$ cat src/rtl/ttyope_pkg.sv
// Shared types and constants for the terminal output post-process and echo block.
`default_nettype none
package ttyope_pkg;
    localparam int TAB_SPACES = 8;
    localparam int MAX_RUN    = (TAB_SPACES > 4) ? TAB_SPACES : 4;
    localparam int CNT_W      = $clog2(MAX_RUN + 1);
    localparam int COL_W      = 16;
    localparam int QDEPTH     = 2;
    localparam int QPTR_W     = $clog2(QDEPTH);
    localparam int QCNT_W     = $clog2(QDEPTH + 1);

    localparam logic [7:0] CH_BS    = 8'h08;
    localparam logic [7:0] CH_TAB   = 8'h09;
    localparam logic [7:0] CH_NL    = 8'h0a;
    localparam logic [7:0] CH_CR    = 8'h0d;
    localparam logic [7:0] CH_SPACE = 8'h20;
    localparam logic [7:0] CH_DEL   = 8'h7f;
    localparam logic [7:0] CH_CARET = 8'h5e;
    localparam logic [7:0] CH_QMARK = 8'h3f;
    localparam logic [7:0] CARET_OFS = 8'h40;

    localparam logic [4:0] OFLAGS_RESET = 5'd3;
    localparam logic [3:0] EFLAGS_RESET = 4'd5;

    typedef enum logic [1:0] {
        CFG_OUTPUT_FLAGS = 2'd0,
        CFG_ECHO_FLAGS   = 2'd1,
        CFG_EOL_CHAR     = 2'd2,
        CFG_UNUSED       = 2'd3
    } t_cfg_idx;

    typedef enum logic {
        CMD_WRITE = 1'b0,
        CMD_ECHO  = 1'b1
    } t_cmd;

    typedef struct packed {
        logic [CNT_W-1:0] cnt;
        logic             spaces;
        logic [7:0]       b0;
        logic [7:0]       b1;
        logic [COL_W-1:0] col;
    } t_job;

    function automatic logic [COL_W-1:0] sat_add(input logic [COL_W-1:0] col,
                                                 input logic [CNT_W-1:0] n);
        logic [COL_W:0] s;
        s = {1'b0, col} + (COL_W + 1)'(n);
        return s[COL_W] ? {COL_W{1'b1}} : s[COL_W-1:0];
    endfunction

    function automatic logic printable(input logic [7:0] c);
        return (c >= CH_SPACE) && (c < CH_DEL);
    endfunction
endpackage
`default_nettype wire

$ cat src/rtl/ttyope_front.sv
// Front end: configuration registers, column tracking and item classification.
`default_nettype none
module ttyope_front (
    input  wire logic                  i_clk,
    input  wire logic                  i_rst_n,
    input  wire logic                  i_cfg_valid,
    output logic                       o_cfg_ready,
    input  wire logic [1:0]            i_cfg_index,
    input  wire logic [7:0]            i_cfg_data,
    input  wire logic                  i_in_valid,
    output logic                       o_in_stall,
    input  wire logic                  i_cmd,
    input  wire logic [7:0]            i_ch,
    input  wire logic                  i_quote,
    input  wire logic                  i_q_full,
    output logic                       o_push,
    output ttyope_pkg::t_job           o_job
);
    import ttyope_pkg::*;

    logic [4:0]       r_oflags;
    logic [3:0]       r_eflags;
    logic [7:0]       r_eol;
    logic [COL_W-1:0] r_col, n_col;
    logic             accept, emit;
    t_job             job;
    t_cfg_idx         cfg_idx;

    assign o_cfg_ready = 1'b1;
    assign o_in_stall  = i_q_full;
    assign accept      = i_in_valid && !i_q_full;
    assign cfg_idx     = t_cfg_idx'(i_cfg_index);

    always_ff @(posedge i_clk) begin
        if (!i_rst_n) begin
            r_oflags <= OFLAGS_RESET;
            r_eflags <= EFLAGS_RESET;
            r_eol    <= 8'd0;
        end else if (i_cfg_valid) begin
            unique case (cfg_idx)
                CFG_OUTPUT_FLAGS: r_oflags <= i_cfg_data[4:0];
                CFG_ECHO_FLAGS:   r_eflags <= i_cfg_data[3:0];
                CFG_EOL_CHAR:     r_eol    <= i_cfg_data;
                default: ;
            endcase
        end
    end

    always_ff @(posedge i_clk) begin
        if (!i_rst_n) begin
            r_col <= '0;
        end else if (accept) begin
            r_col <= n_col;
        end
    end

    always_comb begin
        logic post, echo_on, ctl_direct, ctl_caret, do_post;
        post       = r_oflags[0];
        echo_on    = r_eflags[0] || (r_eflags[1] && i_ch == CH_NL && !i_quote);
        ctl_direct = !i_quote && (i_ch == CH_TAB || i_ch == CH_NL ||
                                  i_ch == CH_CR || i_ch == CH_BS);
        ctl_caret  = (i_ch == CH_DEL) ||
                     (i_ch < CH_SPACE && (i_quote || (i_ch != CH_TAB && i_ch != CH_NL)));
        do_post   = 1'b0;
        emit       = 1'b1;
        job.cnt    = CNT_W'(1);
        job.spaces = 1'b0;
        job.b0     = i_ch;
        job.b1     = CH_NL;
        n_col      = r_col;

        if (t_cmd'(i_cmd) == CMD_WRITE) begin
            if (post) begin
                do_post = 1'b1;
            end else begin
                if (i_ch == CH_NL || i_ch == CH_CR) begin
                    n_col = '0;
                end else if (i_ch == CH_TAB) begin
                    n_col = sat_add(r_col, CNT_W'(TAB_SPACES));
                end else if (printable(i_ch)) begin
                    n_col = sat_add(r_col, CNT_W'(1));
                end
            end
        end else begin
            if (!echo_on || r_eflags[3]) begin
                emit = 1'b0;
            end else if (post && ctl_direct) begin
                do_post = 1'b1;
            end else if (r_eflags[2] && ctl_caret) begin
                job.b0  = CH_CARET;
                job.b1  = (i_ch == CH_DEL) ? CH_QMARK : i_ch + CARET_OFS;
                job.cnt = (!i_quote && r_eol != 8'd0 && i_ch == r_eol) ?
                          CNT_W'(4) : CNT_W'(2);
                n_col   = sat_add(r_col, CNT_W'(2));
            end else if (printable(i_ch)) begin
                n_col = sat_add(r_col, CNT_W'(1));
            end
        end

        if (do_post) begin
            if (i_ch == CH_TAB) begin
                job.spaces = 1'b1;
                job.cnt    = CNT_W'(TAB_SPACES);
                n_col      = sat_add(r_col, CNT_W'(TAB_SPACES));
            end else if (i_ch == CH_NL) begin
                if (r_oflags[1]) begin
                    job.cnt = CNT_W'(2);
                    job.b0  = CH_CR;
                end
                if (r_oflags[1] || r_oflags[2]) begin
                    n_col = '0;
                end
            end else if (i_ch == CH_CR) begin
                if (r_oflags[4] && r_col == '0) begin
                    emit = 1'b0;
                end else if (r_oflags[3]) begin
                    job.b0 = CH_NL;
                end else begin
                    n_col = '0;
                end
            end else if (printable(i_ch)) begin
                n_col = sat_add(r_col, CNT_W'(1));
            end
        end
        job.col = n_col;
    end

    assign o_push = accept && emit;
    assign o_job  = job;
endmodule
`default_nettype wire

$ cat src/rtl/ttyope_queue.sv
// Two-entry job queue between the front end and the byte emitter.
`default_nettype none
module ttyope_queue (
    input  wire logic              i_clk,
    input  wire logic              i_rst_n,
    input  wire logic              i_push,
    input  wire ttyope_pkg::t_job  i_job,
    output logic                   o_full,
    output logic                   o_valid,
    output ttyope_pkg::t_job       o_job,
    input  wire logic              i_pop
);
    import ttyope_pkg::*;

    t_job              r_mem [QDEPTH];
    logic [QPTR_W-1:0] r_wp, r_rp;
    logic [QCNT_W-1:0] r_cnt;
    logic              do_pop;

    assign o_full  = (r_cnt == QCNT_W'(QDEPTH));
    assign o_valid = (r_cnt != '0);
    assign o_job   = r_mem[r_rp];
    assign do_pop  = i_pop && o_valid;

    always_ff @(posedge i_clk) begin
        if (i_push) begin
            r_mem[r_wp] <= i_job;
        end
    end

    always_ff @(posedge i_clk) begin
        if (!i_rst_n) begin
            r_wp  <= '0;
            r_rp  <= '0;
            r_cnt <= '0;
        end else begin
            if (i_push) begin
                r_wp <= r_wp + 1'b1;
            end
            if (do_pop) begin
                r_rp <= r_rp + 1'b1;
            end
            r_cnt <= r_cnt + QCNT_W'(i_push) - QCNT_W'(do_pop);
        end
    end
endmodule
`default_nettype wire

$ cat src/rtl/ttyope_back.sv
// Back end: expands the head job into output bytes, one beat per cycle unless stalled.
`default_nettype none
module ttyope_back (
    input  wire logic              i_clk,
    input  wire logic              i_rst_n,
    input  wire logic              i_valid,
    input  wire ttyope_pkg::t_job  i_job,
    output logic                   o_pop,
    output logic                   o_out_valid,
    input  wire logic              i_out_stall,
    output logic [7:0]             o_out_char,
    output logic                   o_last_of_run,
    output logic [15:0]            o_column_after
);
    import ttyope_pkg::*;

    logic [CNT_W-1:0] r_idx;
    logic             beat, last;

    assign o_out_valid    = i_valid;
    assign beat           = i_valid && !i_out_stall;
    assign last           = (r_idx == i_job.cnt - CNT_W'(1));
    assign o_pop          = beat && last;
    assign o_last_of_run  = last;
    assign o_column_after = i_job.col;

    always_comb begin
        if (i_job.spaces) begin
            o_out_char = CH_SPACE;
        end else if (r_idx == '0) begin
            o_out_char = i_job.b0;
        end else if (r_idx == CNT_W'(1)) begin
            o_out_char = i_job.b1;
        end else begin
            o_out_char = CH_BS;
        end
    end

    always_ff @(posedge i_clk) begin
        if (!i_rst_n) begin
            r_idx <= '0;
        end else if (beat) begin
            r_idx <= last ? '0 : r_idx + CNT_W'(1);
        end
    end
endmodule
`default_nettype wire

$ cat src/rtl/tty_output_postprocess_echo.sv
// Top level of the terminal output post-process and echo block.
// Usage:
//   Input channel (i_in_valid / o_in_stall) takes one character per beat: i_cmd selects
//   write or echo, i_ch is the byte, i_quote marks a quoted echo character.
//   Output channel (o_out_valid / i_out_stall) gives one output byte per beat, with
//   o_last_of_run on the final byte of a character and o_column_after the column
//   once that character is done.
//   Configuration channel (i_cfg_valid / o_cfg_ready) writes output flags (index 0),
//   echo flags (index 1) and the extra end of line character (index 2); always ready.
// Timing:
//   First byte of a character is valid the cycle after it is accepted, if the queue was empty.
//   The front end takes one character per cycle while the two-entry job queue has room.
//   The emitter sends one byte per cycle while i_out_stall is low; a character gives
//   1 byte for most, 2 for CR LF and caret echo, 4 for caret echo of the end of
//   line character, TAB_SPACES for an expanded tab; none when suppressed.
// Reset: synchronous, active low; clears the queue and column, loads default flags.
// When i_out_stall is high the current byte holds; the queue fills and then
// o_in_stall rises.
`default_nettype none
module tty_output_postprocess_echo (
    input  wire logic        i_clk,
    input  wire logic        i_rst_n,
    input  wire logic        i_cfg_valid,
    output logic             o_cfg_ready,
    input  wire logic [1:0]  i_cfg_index,
    input  wire logic [7:0]  i_cfg_data,
    input  wire logic        i_in_valid,
    output logic             o_in_stall,
    input  wire logic        i_cmd,
    input  wire logic [7:0]  i_ch,
    input  wire logic        i_quote,
    output logic             o_out_valid,
    input  wire logic        i_out_stall,
    output logic [7:0]       o_out_char,
    output logic             o_last_of_run,
    output logic [15:0]      o_column_after
);
    import ttyope_pkg::*;

    logic q_full, q_push, q_valid, q_pop;
    t_job push_job, head_job;

    ttyope_front u_front (
        .i_clk       (i_clk),
        .i_rst_n     (i_rst_n),
        .i_cfg_valid (i_cfg_valid),
        .o_cfg_ready (o_cfg_ready),
        .i_cfg_index (i_cfg_index),
        .i_cfg_data  (i_cfg_data),
        .i_in_valid  (i_in_valid),
        .o_in_stall  (o_in_stall),
        .i_cmd       (i_cmd),
        .i_ch        (i_ch),
        .i_quote     (i_quote),
        .i_q_full    (q_full),
        .o_push      (q_push),
        .o_job       (push_job)
    );

    ttyope_queue u_queue (
        .i_clk   (i_clk),
        .i_rst_n (i_rst_n),
        .i_push  (q_push),
        .i_job   (push_job),
        .o_full  (q_full),
        .o_valid (q_valid),
        .o_job   (head_job),
        .i_pop   (q_pop)
    );

    ttyope_back u_back (
        .i_clk          (i_clk),
        .i_rst_n        (i_rst_n),
        .i_valid        (q_valid),
        .i_job          (head_job),
        .o_pop          (q_pop),
        .o_out_valid    (o_out_valid),
        .i_out_stall    (i_out_stall),
        .o_out_char     (o_out_char),
        .o_last_of_run  (o_last_of_run),
        .o_column_after (o_column_after)
    );
endmodule
`default_nettype wire

$ cat config.mk
export PLATFORM = sky130hd
export DESIGN_NAME = tty_output_postprocess_echo
export DESIGN_NICKNAME = d
export VERILOG_FILES = /design/src/rtl/ttyope_pkg.sv /design/src/rtl/ttyope_front.sv /design/src/rtl/ttyope_queue.sv /design/src/rtl/ttyope_back.sv /design/src/rtl/tty_output_postprocess_echo.sv
export SDC_FILE = /design/constraint.sdc
export NUM_CORES = 1
export LEC_CHECK = 0
export BUFFER_PORTS_ARGS = -buffer_cell sky130_fd_sc_hd__buf_2
export CORE_UTILIZATION = 30
export CTS_BUF_LIST = sky130_fd_sc_hd__clkbuf_16
export CTS_CLUSTER_DIAMETER = 100
export CTS_CLUSTER_SIZE = 28
export DETAILED_ROUTE_END_ITERATION = 8
export HOLD_SLACK_MARGIN = 0.08
export PLACE_DENSITY = 0.55
export SYNTH_ARGS = -nofsm -noshare
export SYNTH_HDL_FRONTEND = slang
export SYNTH_SLANG_ARGS = --single-unit
$ cat constraint.sdc
create_clock -name i_clk -period 6.9 [get_ports i_clk]
set_clock_uncertainty 0.15 [all_clocks]
set_input_delay 0 -clock i_clk [delete_from_list [all_inputs] [get_ports i_clk]]
set_output_delay 0 -clock i_clk [all_outputs]
set_load 0.02 [all_outputs]
==> impl_results.rst, run 1 <==
.. list-table::
   :header-rows: 1

   * - Metric
     - Value
   * - X dimension of the die
     - 161 microns
   * - Pins Over Slew Limit
     - 0
   * - Sequential-to-total area share from yosys stat
     - 0.398
   * - Via density
     - 5.72
   * - Net count after synthesis
     - between 800 and 900
   * - Antenna violations before repair
     - 1
   * - Worst hold-check slack
     - approximately 0.19 ns
   * - Final Hold Violating Endpoints
     - 0
   * - Crit end category
     - flip-flop
   * - Core area
     - between 20000 and 25000 sq um
   * - Largest net degree at the start of global routing
     - 40
   * - Wire per inst
     - around 20 microns
   * - Count of cells along the worst hold path
     - 5
   * - Largest voltage drop on the vdd net
     - a little under 100 uV
   * - Outcome
     - finished, final reports clean
   * - Fmax
     - 0.256 GHz
   * - Number of primary I/O pins
     - 53
   * - Hold wc startpoint
     - i_cmd
   * - Number of cell instances on the worst register-to-register path
     - 7
   * - Max clock buf depth
     - 2
   * - Syn. warnings
     - 0
   * - Wire length on met3
     - 1.95 mm
   * - Switching Fraction
     - 0.329
   * - Wire length on met2
     - 10.6 mm
   * - Startpoint of the lowest-slack register-to-register path
     - u_front.r_col[9]
   * - WS Path Type
     - reg2reg
   * - # rows
     - between 50 and 60
   * - Most used cells in the layout excluding fill and tap cells
     - sky130_fd_sc_hd__edfxtp_1 (72), sky130_fd_sc_hd__nand2_1 (65), sky130_fd_sc_hd__o21ai_0 (59)
   * - Reg-to-reg slack, setup
     - 3.00 ns
   * - Number of flip-flops and latches in the synthesized netlist
     - 114
   * - Number of clock sinks
     - 114
   * - Net count, final
     - 912
   * - Startpoint Class
     - flip-flop
   * - Endpoint of the worst hold path
     - u_front.r_col[12]
   * - CTS Buf Count
     - 17
   * - Starting DRT DRC Count
     - 767
   * - Sw power
     - 747 uW
   * - Starting Density
     - 0.308
   * - Static leakage power
     - 3.15 nW
   * - Cell repeated most along the worst path
     - sky130_fd_sc_hd__a31oi_1
   * - DIE AREA
     - around 26000 sq um
   * - Via count
     - 6927
   * - Least-Margin Pin Slew
     - 1.31 ns
   * - Via count of the first global-routing pass
     - roughly 6600
   * - Share of synthesized registers carrying an async set or reset
     - 0
   * - Power density over the cells
     - 255 nW/um^2
   * - Top routing layer used
     - met5
   * - Global-route wire length before repair
     - around 38 mm
   * - Grt total ovfl
     - 0
   * - Htree depth
     - 4
   * - Residual DRC
     - 0
   * - Detail Route Antenna Nets
     - 0
   * - P&R area growth vs syn
     - 18.0%
   * - Relative slew margins
     - 0.121
   * - Resize count post-CTS
     - 0
   * - Unique cell type count in the Yosys netlist
     - 78
   * - CP top delay family
     - simple AND/OR/NAND/NOR gates
   * - Crit path buffers/inverters
     - 0
   * - Critical Path Max Stage Delay
     - about 1.2 ns
   * - Max-capacitance violation count
     - 0
   * - Latest clock arrival within the worst-skew pair
     - 0.42 ns
   * - Arrival time of data at the critical path endpoint
     - a little over 4 ns
   * - Reg2Reg Capture Point
     - u_front.r_col[15]
   * - Wire length on met1
     - roughly 11 mm
   * - Sum of net half-perimeters after detailed placement
     - 16.1 mm
   * - Post-Synthesis Mean Instance Area
     - 9.11 sq um
   * - Crit share post-route
     - 0.566
   * - GP Congestion
     - 0.963
   * - Design internal power
     - 1.52 mW
   * - Fraction of final layout cells with drive strength greater than 1
     - 0.151
   * - Share of total power in sequential cells
     - 0.398
   * - Wire length reported by the detailed router
     - 24.2 mm
   * - Overall global routing resource usage
     - 0.190
   * - Part of the power in combinational logic
     - 0.230
   * - Setup TNS Final
     - 0 ns
   * - Clock tree from TritonCTS
     - done
   * - Synthesized area
     - 7540 sq um
   * - Iteration count of the initial detailed-routing pass
     - 5
   * - Period minus WS final
     - 3.90 ns
   * - Clock root buffer
     - sky130_fd_sc_hd__clkbuf_16
   * - Part of the power in the clock network
     - 0.372
   * - Die span in y
     - 161 microns
   * - ANT cells
     - 0
   * - Top FF cell, synth
     - sky130_fd_sc_hd__edfxtp_1
   * - Slowest stage cell, crit path
     - sky130_fd_sc_hd__nor4_1
   * - Number of input and output port buffers inserted
     - 51
   * - Critical path data required time
     - 7.10 ns
   * - EDFF count, synth
     - 72
   * - Class of the tightest hold or removal check
     - in2reg
   * - Series of cell instances along the critical path
     - nand4_1 -> nor4_1 -> o21ai_0 -> a2bb2oi_1 -> a31oi_1 -> or4_1 -> a31oi_1
   * - Clock-pin slew of the registers on the worst-case setup and hold paths
     - 0.06 ns
   * - Syn Inst Count
     - 828
   * - Most common library cell in the layout ignoring fill and taps
     - sky130_fd_sc_hd__edfxtp_1
   * - RSZ-0062 raised after global routing
     - false
   * - Number of setup violations in the final report
     - 0
   * - Highest net fanout along the worst path
     - 13
[per-layer routing]
layer  vias up  global-route usage
met5         -                   0
met4         2              0.0987
met3        80              0.0395
met2       367               0.285
met1      3247               0.256
li1       3231                   -
[cell type report]
class	instances	area, sq um
multi-input combinational	629	4190
timing repair buffer	96	681
sequential	114	3000
clock inverter	15	135
clock buffer	17	425
fill	2469	15600
inverter	16	60.1
tap	324	405
[power groups by stage]
stage,clock network (mW),registers [mW],logic (mW)
after floorplan,0,0.858,0.402
after global placement,0,0.914,0.506
after detailed placement,0,0.915,0.507
after CTS,0.858,0.902,0.524
after global routing,0.887,0.916,0.573
final,0.845,0.905,0.522
[kinds of logic (layout without fill, tap and decap cells)]
| logic type | Yosys count | after routing | synth area share |
|---|---|---|---|
| adders and majority gates | 13 | 13 | 0.0216 |
| other | 1 | 1 | 0.000497 |
| AOI/OAI and AO/OA | 236 | 236 | 0.210 |
| buffers and inverters | 85 | 144 | 0.0483 |
| muxes | 54 | 54 | 0.0745 |
| DFF | 114 | 114 | 0.398 |
| and+or+nand+nor | 288 | 288 | 0.204 |
| xor gates and xnor gates | 37 | 37 | 0.0430 |
[stage by stage]
step / utilization / std cells / area [sq um] / total power [mW] / setup WS, ns
CTS: 0.364 / 1211 / 8900 / 2.28 / 3.10
global route: 0.364 / 1211 / 8900 / 2.38 / 2.74
finish: 0.364 / 1211 / 8900 / 2.27 / 3.00
floorplan: - / 828 / 7540 / 1.26 / 3.14
global placement: 0.327 / 1144 / 7990 / 1.42 / 3.11
detailed placement: 0.327 / 1144 / 7990 / 1.42 / 3.19
[worst max-delay path by stage]
stage,start,endpoint,slack [ns],depth (start not counted)
4_1_cts,u_front.r_col[9],u_front.r_col[0],3.10,8
6_report,u_front.r_col[9],u_front.r_col[15],3.00,7
3_3_place_gp,u_front.r_col[9],u_front.r_col[15],3.11,7
5_1_grt,u_front.r_col[5],u_front.r_col[0],2.74,8
3_5_place_dp,flip-flop,u_queue.r_cnt[1],3.19,11
2_1_floorplan,u_front.r_col[1],u_queue.r_mem[0][0],3.14,7
[synth_stat cells (5+ instances only)]
master,number,share of area
sky130_fd_sc_hd__o221ai_1,6,0.0070
sky130_fd_sc_hd__nand3_1,19,0.013
sky130_fd_sc_hd__clkbuf_1,46,0.023
sky130_fd_sc_hd__a211oi_1,6,0.0060
sky130_fd_sc_hd__nand4_1,21,0.017
sky130_fd_sc_hd__and3_1,11,0.0091
sky130_fd_sc_hd__xor2_1,13,0.015
sky130_fd_sc_hd__and4_1,6,0.0070
sky130_fd_sc_hd__nand2_1,65,0.032
sky130_fd_sc_hd__o22ai_1,10,0.0083
sky130_fd_sc_hd__a31oi_1,27,0.022
sky130_fd_sc_hd__edfxtp_1,72,0.29
sky130_fd_sc_hd__o21ai_0,60,0.040
sky130_fd_sc_hd__or3_1,6,0.0050
sky130_fd_sc_hd__mux2_2,17,0.025
sky130_fd_sc_hd__o21a_1,9,0.0090
sky130_fd_sc_hd__xnor2_1,24,0.028
sky130_fd_sc_hd__mux2i_1,37,0.049
sky130_fd_sc_hd__dfxtp_1,42,0.11
sky130_fd_sc_hd__nand2b_1,9,0.0075
sky130_fd_sc_hd__nor4_1,15,0.012
sky130_fd_sc_hd__o211ai_1,8,0.0080
sky130_fd_sc_hd__a21oi_1,46,0.031
sky130_fd_sc_hd__nor3_1,23,0.015
sky130_fd_sc_hd__nor2_1,47,0.023
sky130_fd_sc_hd__inv_1,14,0.0070
sky130_fd_sc_hd__or4_1,8,0.0080
sky130_fd_sc_hd__nor2b_1,19,0.016
sky130_fd_sc_hd__buf_2,15,0.0099
sky130_fd_sc_hd__ha_1,13,0.022
sky130_fd_sc_hd__and2_1,17,0.014
sky130_fd_sc_hd__a21o_1,5,0.0050
[timing repair]
action	4_1_cts	5_1_grt
hold endpoints to repair	74	0
setup buffers	0	0
hold buffers	35	0
endpoints found under the setup margin	0	0
[tightest hold or removal path: cells and delay by family]
kind	cells	cell delay, ns
buffers and inverters	1	0.24
and+or+nand+nor	1	0.11
AOI/OAI and AO/OA	3	0.35
[flip-flops by register name, summed over array words and instances, names as in the netlist, named ones only]
signal / count
u_queue.r_mem: 72
u_front.r_oflags: 5
u_front.r_col: 16
u_queue.r_cnt: 2
u_front.r_eol: 8
u_queue.r_wp: 1
u_queue.r_rp: 1
u_back.r_idx: 4
u_front.r_eflags: 4
Power figures use the tool's default switching activity.
==> inputs of run 2 (changes only) <==
--- a/config.mk
+++ b/config.mk
@@ -12,7 +12,7 @@
 export CTS_CLUSTER_SIZE = 28
 export DETAILED_ROUTE_END_ITERATION = 8
 export HOLD_SLACK_MARGIN = 0.08
-export PLACE_DENSITY = 0.55
+export PLACE_DENSITY = 0.57
 export SYNTH_ARGS = -nofsm -noshare
 export SYNTH_HDL_FRONTEND = slang
 export SYNTH_SLANG_ARGS = --single-unit
==> constraint.sdc (replaced) <==
create_clock -name i_clk -period 3.4 [get_ports i_clk]
set_clock_uncertainty 0.15 [all_clocks]
set_input_delay 0 -clock i_clk [delete_from_list [all_inputs] [get_ports i_clk]]
set_output_delay 0 -clock i_clk [all_outputs]
set_load 0.02 [all_outputs]
==> impl_results.rst, run 2 (synthesized netlist as in run 1, its figures left out) <==
.. list-table::
   :header-rows: 1

   * - Metric
     - Value
   * - Via count of the first global-routing pass
     - 6912 (+4.8%)
   * - Highest net fanout along the worst path
     - 11 (-2)
   * - Hold wc startpoint
     - i_cmd
   * - Outcome
     - finished, final reports clean
   * - Number of cell instances on the worst register-to-register path
     - 9 (+2)
   * - Wire length on met1
     - 11.6 mm (+9.2%)
   * - Via count
     - 7216 (+4.2%)
   * - GP Congestion
     - 0.978 (+1.5%)
   * - Starting DRT DRC Count
     - 675 (-12%)
   * - Sum of net half-perimeters after detailed placement
     - 18.5 mm (+15%)
   * - Wire length reported by the detailed router
     - 26.4 mm (+8.9%)
   * - Via density
     - 5.68 (-0.67%)
   * - Arrival time of data at the critical path endpoint
     - 3.40 ns (-0.70 ns)
   * - P&R area growth vs syn
     - 24.7%
   * - Global-route wire length before repair
     - 40.7 mm (+7.7%)
   * - Worst hold-check slack
     - 0.195 ns (+0.00681 ns)
   * - Number of clock sinks
     - 114 (unchanged)
   * - Share of total power in sequential cells
     - 0.361 (-0.037)
   * - # rows
     - 57 (unchanged)
   * - X dimension of the die
     - 161 microns (unchanged)
   * - Critical path data required time
     - 3.57 ns (-3.53 ns)
   * - Max-capacitance violation count
     - 0 (unchanged)
   * - Wire length on met3
     - 2.20 mm (+13%)
   * - DIE AREA
     - 25800 sq um (unchanged)
   * - Fin util
     - 0.385 (+0.0208)
   * - Startpoint of the lowest-slack register-to-register path
     - u_front.r_col[13]
   * - Die span in y
     - 161 microns (unchanged)
   * - Registers with the most flip-flops
     - u_queue.r_mem (72), u_front.r_col (16), u_front.r_eol (8)
   * - Power density over the cells
     - 516 nW/um^2 (+100%)
   * - Clock root buffer
     - sky130_fd_sc_hd__clkbuf_16
   * - Net count, final
     - 970 (+6.4%)
   * - RSZ-0062 raised after global routing
     - false
   * - Pins Over Slew Limit
     - 0 (unchanged)
   * - Grt total ovfl
     - 0 (unchanged)
   * - Endpoint of the worst hold path
     - u_front.r_col[1]
   * - Largest voltage drop on the vdd net
     - 241 uV (+150%)
   * - Part of the power in the clock network
     - 0.382 (+0.010)
   * - Detail Route Antenna Nets
     - 0 (unchanged)
   * - Crit share post-route
     - 0.952
   * - Antenna violations before repair
     - 1 (unchanged)
   * - Clock tree from TritonCTS
     - done
   * - Number of setup violations in the final report
     - 0 (unchanged)
   * - Fraction of final layout cells with drive strength greater than 1
     - 0.208 (+0.0574)
   * - Reg2Reg Capture Point
     - u_front.r_col[6]
   * - Relative slew margins
     - 0.316 (+0.195)
   * - Htree depth
     - 4 (unchanged)
   * - Fill cells
     - 2498 (+1.2%)
   * - Count of cells along the worst hold path
     - 4 (-1)
   * - Design internal power
     - 3.26 mW (+110%)
   * - Wire per inst
     - 20.8 microns (+3.9%)
   * - Largest net degree at the start of global routing
     - 40 (unchanged)
   * - Latest clock arrival within the worst-skew pair
     - 0.44 ns (+0.02 ns)
   * - Reg-to-reg slack, setup
     - 0.21 ns (-2.79 ns)
   * - Fmax
     - approximately 0.31 GHz
   * - Number of input and output port buffers inserted
     - 51 (unchanged)
   * - Wire length on met2
     - 11.6 mm (+9.2%)
   * - Startpoint Class
     - input pin
   * - Most used cells in the layout excluding fill and tap cells
     - sky130_fd_sc_hd__edfxtp_1 (72), sky130_fd_sc_hd__buf_4 (68), sky130_fd_sc_hd__nand2_1 (65)
   * - Setup TNS Final
     - 0 ns (unchanged)
   * - Largest register by flop count
     - u_queue.r_mem
   * - Most common library cell in the layout ignoring fill and taps
     - sky130_fd_sc_hd__edfxtp_1
   * - Number of primary I/O pins
     - 53 (unchanged)
   * - Static leakage power
     - 3.46 nW (+10%)
   * - Clock-pin slew of the registers on the worst-case setup and hold paths
     - 0.06 ns (about the same)
   * - Sw power
     - 1.60 mW (+110%)
   * - Max clock buf depth
     - 2 (unchanged)
   * - Area of all sequential standard cells
     - 3000 sq um (unchanged)
   * - Post-layout total power
     - 4.86 mW (+110%)
   * - Part of the power in combinational logic
     - 0.257 (+0.027)
   * - CTS Buf Count
     - 17 (unchanged)
   * - Top routing layer used
     - met4
   * - Period minus WS final
     - approximately 3.2 ns
   * - Core area
     - 24500 sq um (unchanged)
   * - Largest register FFs
     - 72 (unchanged)
   * - WS Path Type
     - in2reg
   * - Switching Fraction
     - 0.329 (about the same)
   * - Residual DRC
     - 0 (unchanged)
   * - Final Hold Violating Endpoints
     - 0 (unchanged)
   * - Least-Margin Pin Slew
     - 1.02 ns (-0.284 ns)
   * - Area taken by multi-input logic gates
     - 4200 sq um (+0.12%)
   * - Crit end category
     - flip-flop
   * - Class of the tightest hold or removal check
     - in2reg
   * - Starting Density
     - 0.308 (unchanged)
   * - Overall global routing resource usage
     - 0.208 (+0.0185)
   * - Iteration count of the initial detailed-routing pass
     - 5 (unchanged)
==> run 2: cell types whose count changed in the layout (fill, tap and decap cells not counted) <==
cell / before / now
sky130_fd_sc_hd__buf_4: 10 / 68
sky130_fd_sc_hd__buf_12: 0 / 3
sky130_fd_sc_hd__clkinvlp_4: 4 / 1
sky130_fd_sc_hd__dlygate4sd3_1: 35 / 32
sky130_fd_sc_hd__inv_6: 4 / 6
sky130_fd_sc_hd__bufinv_16: 1 / 2
sky130_fd_sc_hd__clkinv_2: 2 / 1
sky130_fd_sc_hd__clkinv_4: 3 / 4
sky130_fd_sc_hd__diode_2: 0 / 1
sky130_fd_sc_hd__inv_1: 15 / 14
sky130_fd_sc_hd__inv_8: 0 / 1
sky130_fd_sc_hd__nand4bb_1: 1 / 0
sky130_fd_sc_hd__nand4bb_2: 0 / 1
==> run 2: layout make-up <==
cell class	instances	share of cell area
well taps	324	0.0431
repair buffers	154	0.122
diodes	1	0.000266
flip-flops and latches	114	0.319
inverters	16	0.00638
clock buffers	17	0.0452
multi-input cells	629	0.446
clock inverters	15	0.0182
==> run 2: metrics by stage <==
stage | instance area (sq um) | worst slack [ns] | cells
3_3_place_gp | 8480 | 0.355 | 1204
6_report | 9410 | 0.163 | 1270
5_1_grt | 9410 | 0.0500 | 1269
2_1_floorplan | 7550 | 0.102 | 828
4_1_cts | 9400 | 0.198 | 1268
3_5_place_dp | 8480 | 0.310 | 1204
==> run 2: worst max path at each step <==
| stage | startpoint | cells past startpoint | to |
|---|---|---|---|
| after global placement | i_ch[7] | 10 | u_front.r_col[15] |
| after global routing | i_ch[7] | 11 | u_front.r_col[15] |
| after floorplan | flip-flop | 13 | u_queue.r_cnt[1] |
| after detailed placement | i_ch[7] | 10 | u_front.r_col[15] |
| after CTS | i_ch[7] | 11 | u_queue.r_mem[1][15] |
| final | i_ch[7] | 12 | u_front.r_col[6] |
==> run 2: metal layers <==
layer  GRT usage  vias up
li1            -     3341
met1       0.279     3438
met2       0.322      361
met3      0.0429       76
met4      0.0935        0
met5           0        -
==> run 2: worst max-delay path, stage by stage <==
cell and delay [ns]:
sky130_fd_sc_hd__dlygate4sd3_1 0.52, sky130_fd_sc_hd__buf_2 0.16, sky130_fd_sc_hd__inv_1 0.12, sky130_fd_sc_hd__ha_1 0.26
sky130_fd_sc_hd__a21boi_0 0.37, sky130_fd_sc_hd__a21oi_1 0.21, sky130_fd_sc_hd__nor2_1 0.83, sky130_fd_sc_hd__a21oi_1 0.16
sky130_fd_sc_hd__a311oi_1 0.29, sky130_fd_sc_hd__o31ai_1 0.13, sky130_fd_sc_hd__buf_4 0.17, sky130_fd_sc_hd__o21ba_2 0.18
==> run 2: timing repair <==
action	CTS	global route
gates resized for setup	0	1
buffers inserted	0	1
hold buffers	32	0
endpoints found under the hold margin	71	0
setup endpoints to repair	0	10
==> run 2: power by group through the flow <==
stage	logic, mW	registers [mW]	clock network (mW)
2_1_floorplan	0.817	1.74	0
3_3_place_gp	1.21	1.77	0
3_5_place_dp	1.22	1.78	0
4_1_cts	1.25	1.75	1.89
5_1_grt	1.36	1.77	1.93
6_report	1.25	1.75	1.85
==> inputs of run 3 (changes only) <==
--- a/config.mk
+++ b/config.mk
@@ -5,6 +5,7 @@
 export SDC_FILE = /design/constraint.sdc
 export NUM_CORES = 1
 export LEC_CHECK = 0
+export ABC_CLOCK_PERIOD_IN_PS = 3400
 export BUFFER_PORTS_ARGS = -buffer_cell sky130_fd_sc_hd__buf_2
 export CORE_UTILIZATION = 30
 export CTS_BUF_LIST = sky130_fd_sc_hd__clkbuf_16
@@ -13,6 +14,7 @@
 export DETAILED_ROUTE_END_ITERATION = 8
 export HOLD_SLACK_MARGIN = 0.08
 export PLACE_DENSITY = 0.57
+export RECOVER_POWER = 25
 export SYNTH_ARGS = -nofsm -noshare
 export SYNTH_HDL_FRONTEND = slang
 export SYNTH_SLANG_ARGS = --single-unit
==> impl_results.rst, run 3 (synthesized netlist as in run 1, its figures left out) <==
.. list-table::
   :header-rows: 1

   * - Metric
     - Value
   * - Outcome
     - finished, final reports clean
   * - Max-capacitance violation count
     - 0 (unchanged)
   * - Crit share post-route
     - 0.951 (about the same)
   * - PnR worst setup slack
     - 0.165 ns (+0.00224 ns)
   * - Wire per inst
     - 20.8 microns (+0.32%)
   * - Detail Route Antenna Nets
     - 0 (unchanged)
   * - Worst hold-check slack
     - 0.192 ns (-0.00247 ns)
   * - Fmax
     - 0.309 GHz (about the same)
   * - Period minus WS final
     - 3.23 ns (-0.00224 ns)
   * - Worst slack after detailed placement
     - 0.310 ns (unchanged)
   * - Post-layout total power
     - 4.84 mW (-0.32%)
   * - Number of setup violations in the final report
     - 0 (unchanged)
   * - Number of primary I/O pins
     - 53 (unchanged)
   * - Via count of the first global-routing pass
     - 6912 (unchanged)
   * - Most used cells in the layout excluding fill and tap cells
     - sky130_fd_sc_hd__edfxtp_1 (72), sky130_fd_sc_hd__buf_4 (67), sky130_fd_sc_hd__nand2_1 (65)
   * - Clock-pin slew of the registers on the worst-case setup and hold paths
     - 0.06 ns (about the same)
   * - Fill cells
     - 2509 (+0.44%)
   * - Startpoint Class
     - input pin
   * - Number of standard cells in the final layout excluding fillers
     - 1270 (unchanged)
   * - Most common library cell in the layout ignoring fill and taps
     - sky130_fd_sc_hd__edfxtp_1
   * - X dimension of the die
     - 161 microns (unchanged)
   * - Pins Over Slew Limit
     - 0 (unchanged)
   * - Share of total power in sequential cells
     - 0.362 (about the same)
   * - Crit end category
     - flip-flop
   * - Area taken by multi-input logic gates
     - 4200 sq um (unchanged)
   * - Clock tree from TritonCTS
     - done
   * - Net count, final
     - 970 (unchanged)
   * - Global-route wire length before repair
     - 40.7 mm (unchanged)
   * - RSZ-0062 raised after global routing
     - false
   * - Largest voltage drop on the vdd net
     - 241 uV (+0.17%)
   * - Relative slew margins
     - 0.306 (-0.0101)
   * - Largest net degree at the start of global routing
     - 40 (unchanged)
   * - Registers with the most flip-flops
     - u_queue.r_mem (72), u_front.r_col (16), u_front.r_eol (8)
   * - Starting DRT DRC Count
     - 705 (+4.4%)
   * - Residual DRC
     - 0 (unchanged)
   * - Number of clock sinks
     - 114 (unchanged)
   * - Arrival time of data at the critical path endpoint
     - 3.40 ns (about the same)
   * - Power density over the cells
     - 516 nW/um^2 (about the same)
   * - Class of the tightest hold or removal check
     - in2reg
   * - Sum of net half-perimeters after detailed placement
     - 18.5 mm (unchanged)
   * - Wire length reported by the detailed router
     - 26.5 mm (+0.32%)
   * - Latest clock arrival within the worst-skew pair
     - 0.44 ns (about the same)
   * - Grt total ovfl
     - 0 (unchanged)
   * - Iteration count of the initial detailed-routing pass
     - 5 (unchanged)
   * - CTS Buf Count
     - 17 (unchanged)
   * - Static leakage power
     - 3.38 nW (-2.3%)
   * - Area of all sequential standard cells
     - 3000 sq um (about the same)
   * - Htree depth
     - 4 (unchanged)
   * - Critical path data required time
     - 3.57 ns (about the same)
   * - Sw power
     - 1.60 mW (+0.27%)
   * - Largest register FFs
     - 72 (unchanged)
   * - Part of the power in combinational logic
     - 0.255 (-0.002)
   * - Max clock buf depth
     - 2 (unchanged)
   * - Die span in y
     - 161 microns (unchanged)
   * - Part of the power in the clock network
     - 0.383 (about the same)
   * - Via count
     - 7197 (-0.26%)
   * - Via density
     - 5.67 (-0.26%)
   * - Overall global routing resource usage
     - 0.208 (unchanged)
   * - Antenna violations before repair
     - 1 (unchanged)
   * - Switching Fraction
     - 0.331 (+0.00194)
   * - Largest register by flop count
     - u_queue.r_mem
   * - Count of placed standard cells including taps
     - 1204 (unchanged)
   * - Highest net fanout along the worst path
     - 11 (unchanged)
   * - GP Congestion
     - 0.978 (unchanged)
   * - # rows
     - 57 (unchanged)
   * - Non-Filler Cell Area, Final
     - 9380 sq um (-0.36%)
   * - Fraction of final layout cells with drive strength greater than 1
     - 0.181 (-0.0275)
   * - Fin util
     - 0.383 (-0.00138)
   * - Post-DP Area
     - 8480 sq um (unchanged)
   * - Setup TNS Final
     - 0 ns (unchanged)
   * - Least-Margin Pin Slew
     - 1.04 ns (+0.0151 ns)
   * - P&R area growth vs syn
     - 24.3%
   * - Final Hold Violating Endpoints
     - 0 (unchanged)
   * - Number of input and output port buffers inserted
     - 51 (unchanged)
   * - Clock root buffer
     - sky130_fd_sc_hd__clkbuf_16
   * - Design internal power
     - 3.24 mW (-0.60%)
   * - Core area
     - 24500 sq um (unchanged)
   * - WS Path Type
     - in2reg
   * - DIE AREA
     - 25800 sq um (unchanged)
   * - Starting Density
     - 0.308 (unchanged)
run 3: what timing repair did:
action,4_1_cts,5_1_grt
setup buffers,0,1
hold endpoints to repair,71,0
endpoints found under the setup margin,0,10
hold buffers,32,0
gates resized for setup,0,1
run 3: routing by layer:
metal | routed length [microns] | global-route usage | up-vias
li1 | - | - | 3342
met1 | 11800 | 0.279 | 3441
met2 | 11600 | 0.322 | 336
met3 | 2020 | 0.0429 | 78
met4 | 971 | 0.0935 | 0
met5 | 0 | 0 | -
run 3: final timing paths:
check	depth (start not counted)	endpoint	slack, ns	from
setup / recovery	12	u_front.r_col[6]	0.17	i_ch[7]
hold / removal	4	u_front.r_col[1]	0.19	i_cmd
setup reg to reg	9	u_front.r_col[6]	0.26	u_front.r_col[13]
hold reg to reg	2	u_front.r_oflags[4]	0.40	u_front.r_oflags[4]
run 3: cell type report:
type | instances | share of cell area
Timing Repair Buffer | 154 | 0.119
Clock buffer | 17 | 0.0454
Antenna cell | 1 | 0.000267
Inverter | 16 | 0.00641
Clock inverter | 15 | 0.0183
Tap cell | 324 | 0.0432
Multi-Input combinational cell | 629 | 0.447
Sequential cell | 114 | 0.320
run 3: critical path, stage by stage:
cell and delay, ns:
sky130_fd_sc_hd__dlygate4sd3_1 0.52, sky130_fd_sc_hd__buf_2 0.16, sky130_fd_sc_hd__inv_1 0.12, sky130_fd_sc_hd__ha_1 0.26, sky130_fd_sc_hd__a21boi_0 0.36, sky130_fd_sc_hd__a21oi_1 0.20
sky130_fd_sc_hd__nor2_1 0.84, sky130_fd_sc_hd__a21oi_1 0.16, sky130_fd_sc_hd__a311oi_1 0.30, sky130_fd_sc_hd__o31ai_1 0.13, sky130_fd_sc_hd__buf_4 0.16, sky130_fd_sc_hd__o21ba_2 0.18
run 3: power by group through the flow:
stage               clock network, mW  logic [mW]  registers (mW)
detailed placement                  0        1.22            1.78
finish                           1.85        1.23            1.75
floorplan                           0       0.817            1.74
CTS                              1.89        1.25            1.75
global placement                    0        1.21            1.77
global route                     1.93        1.34            1.77
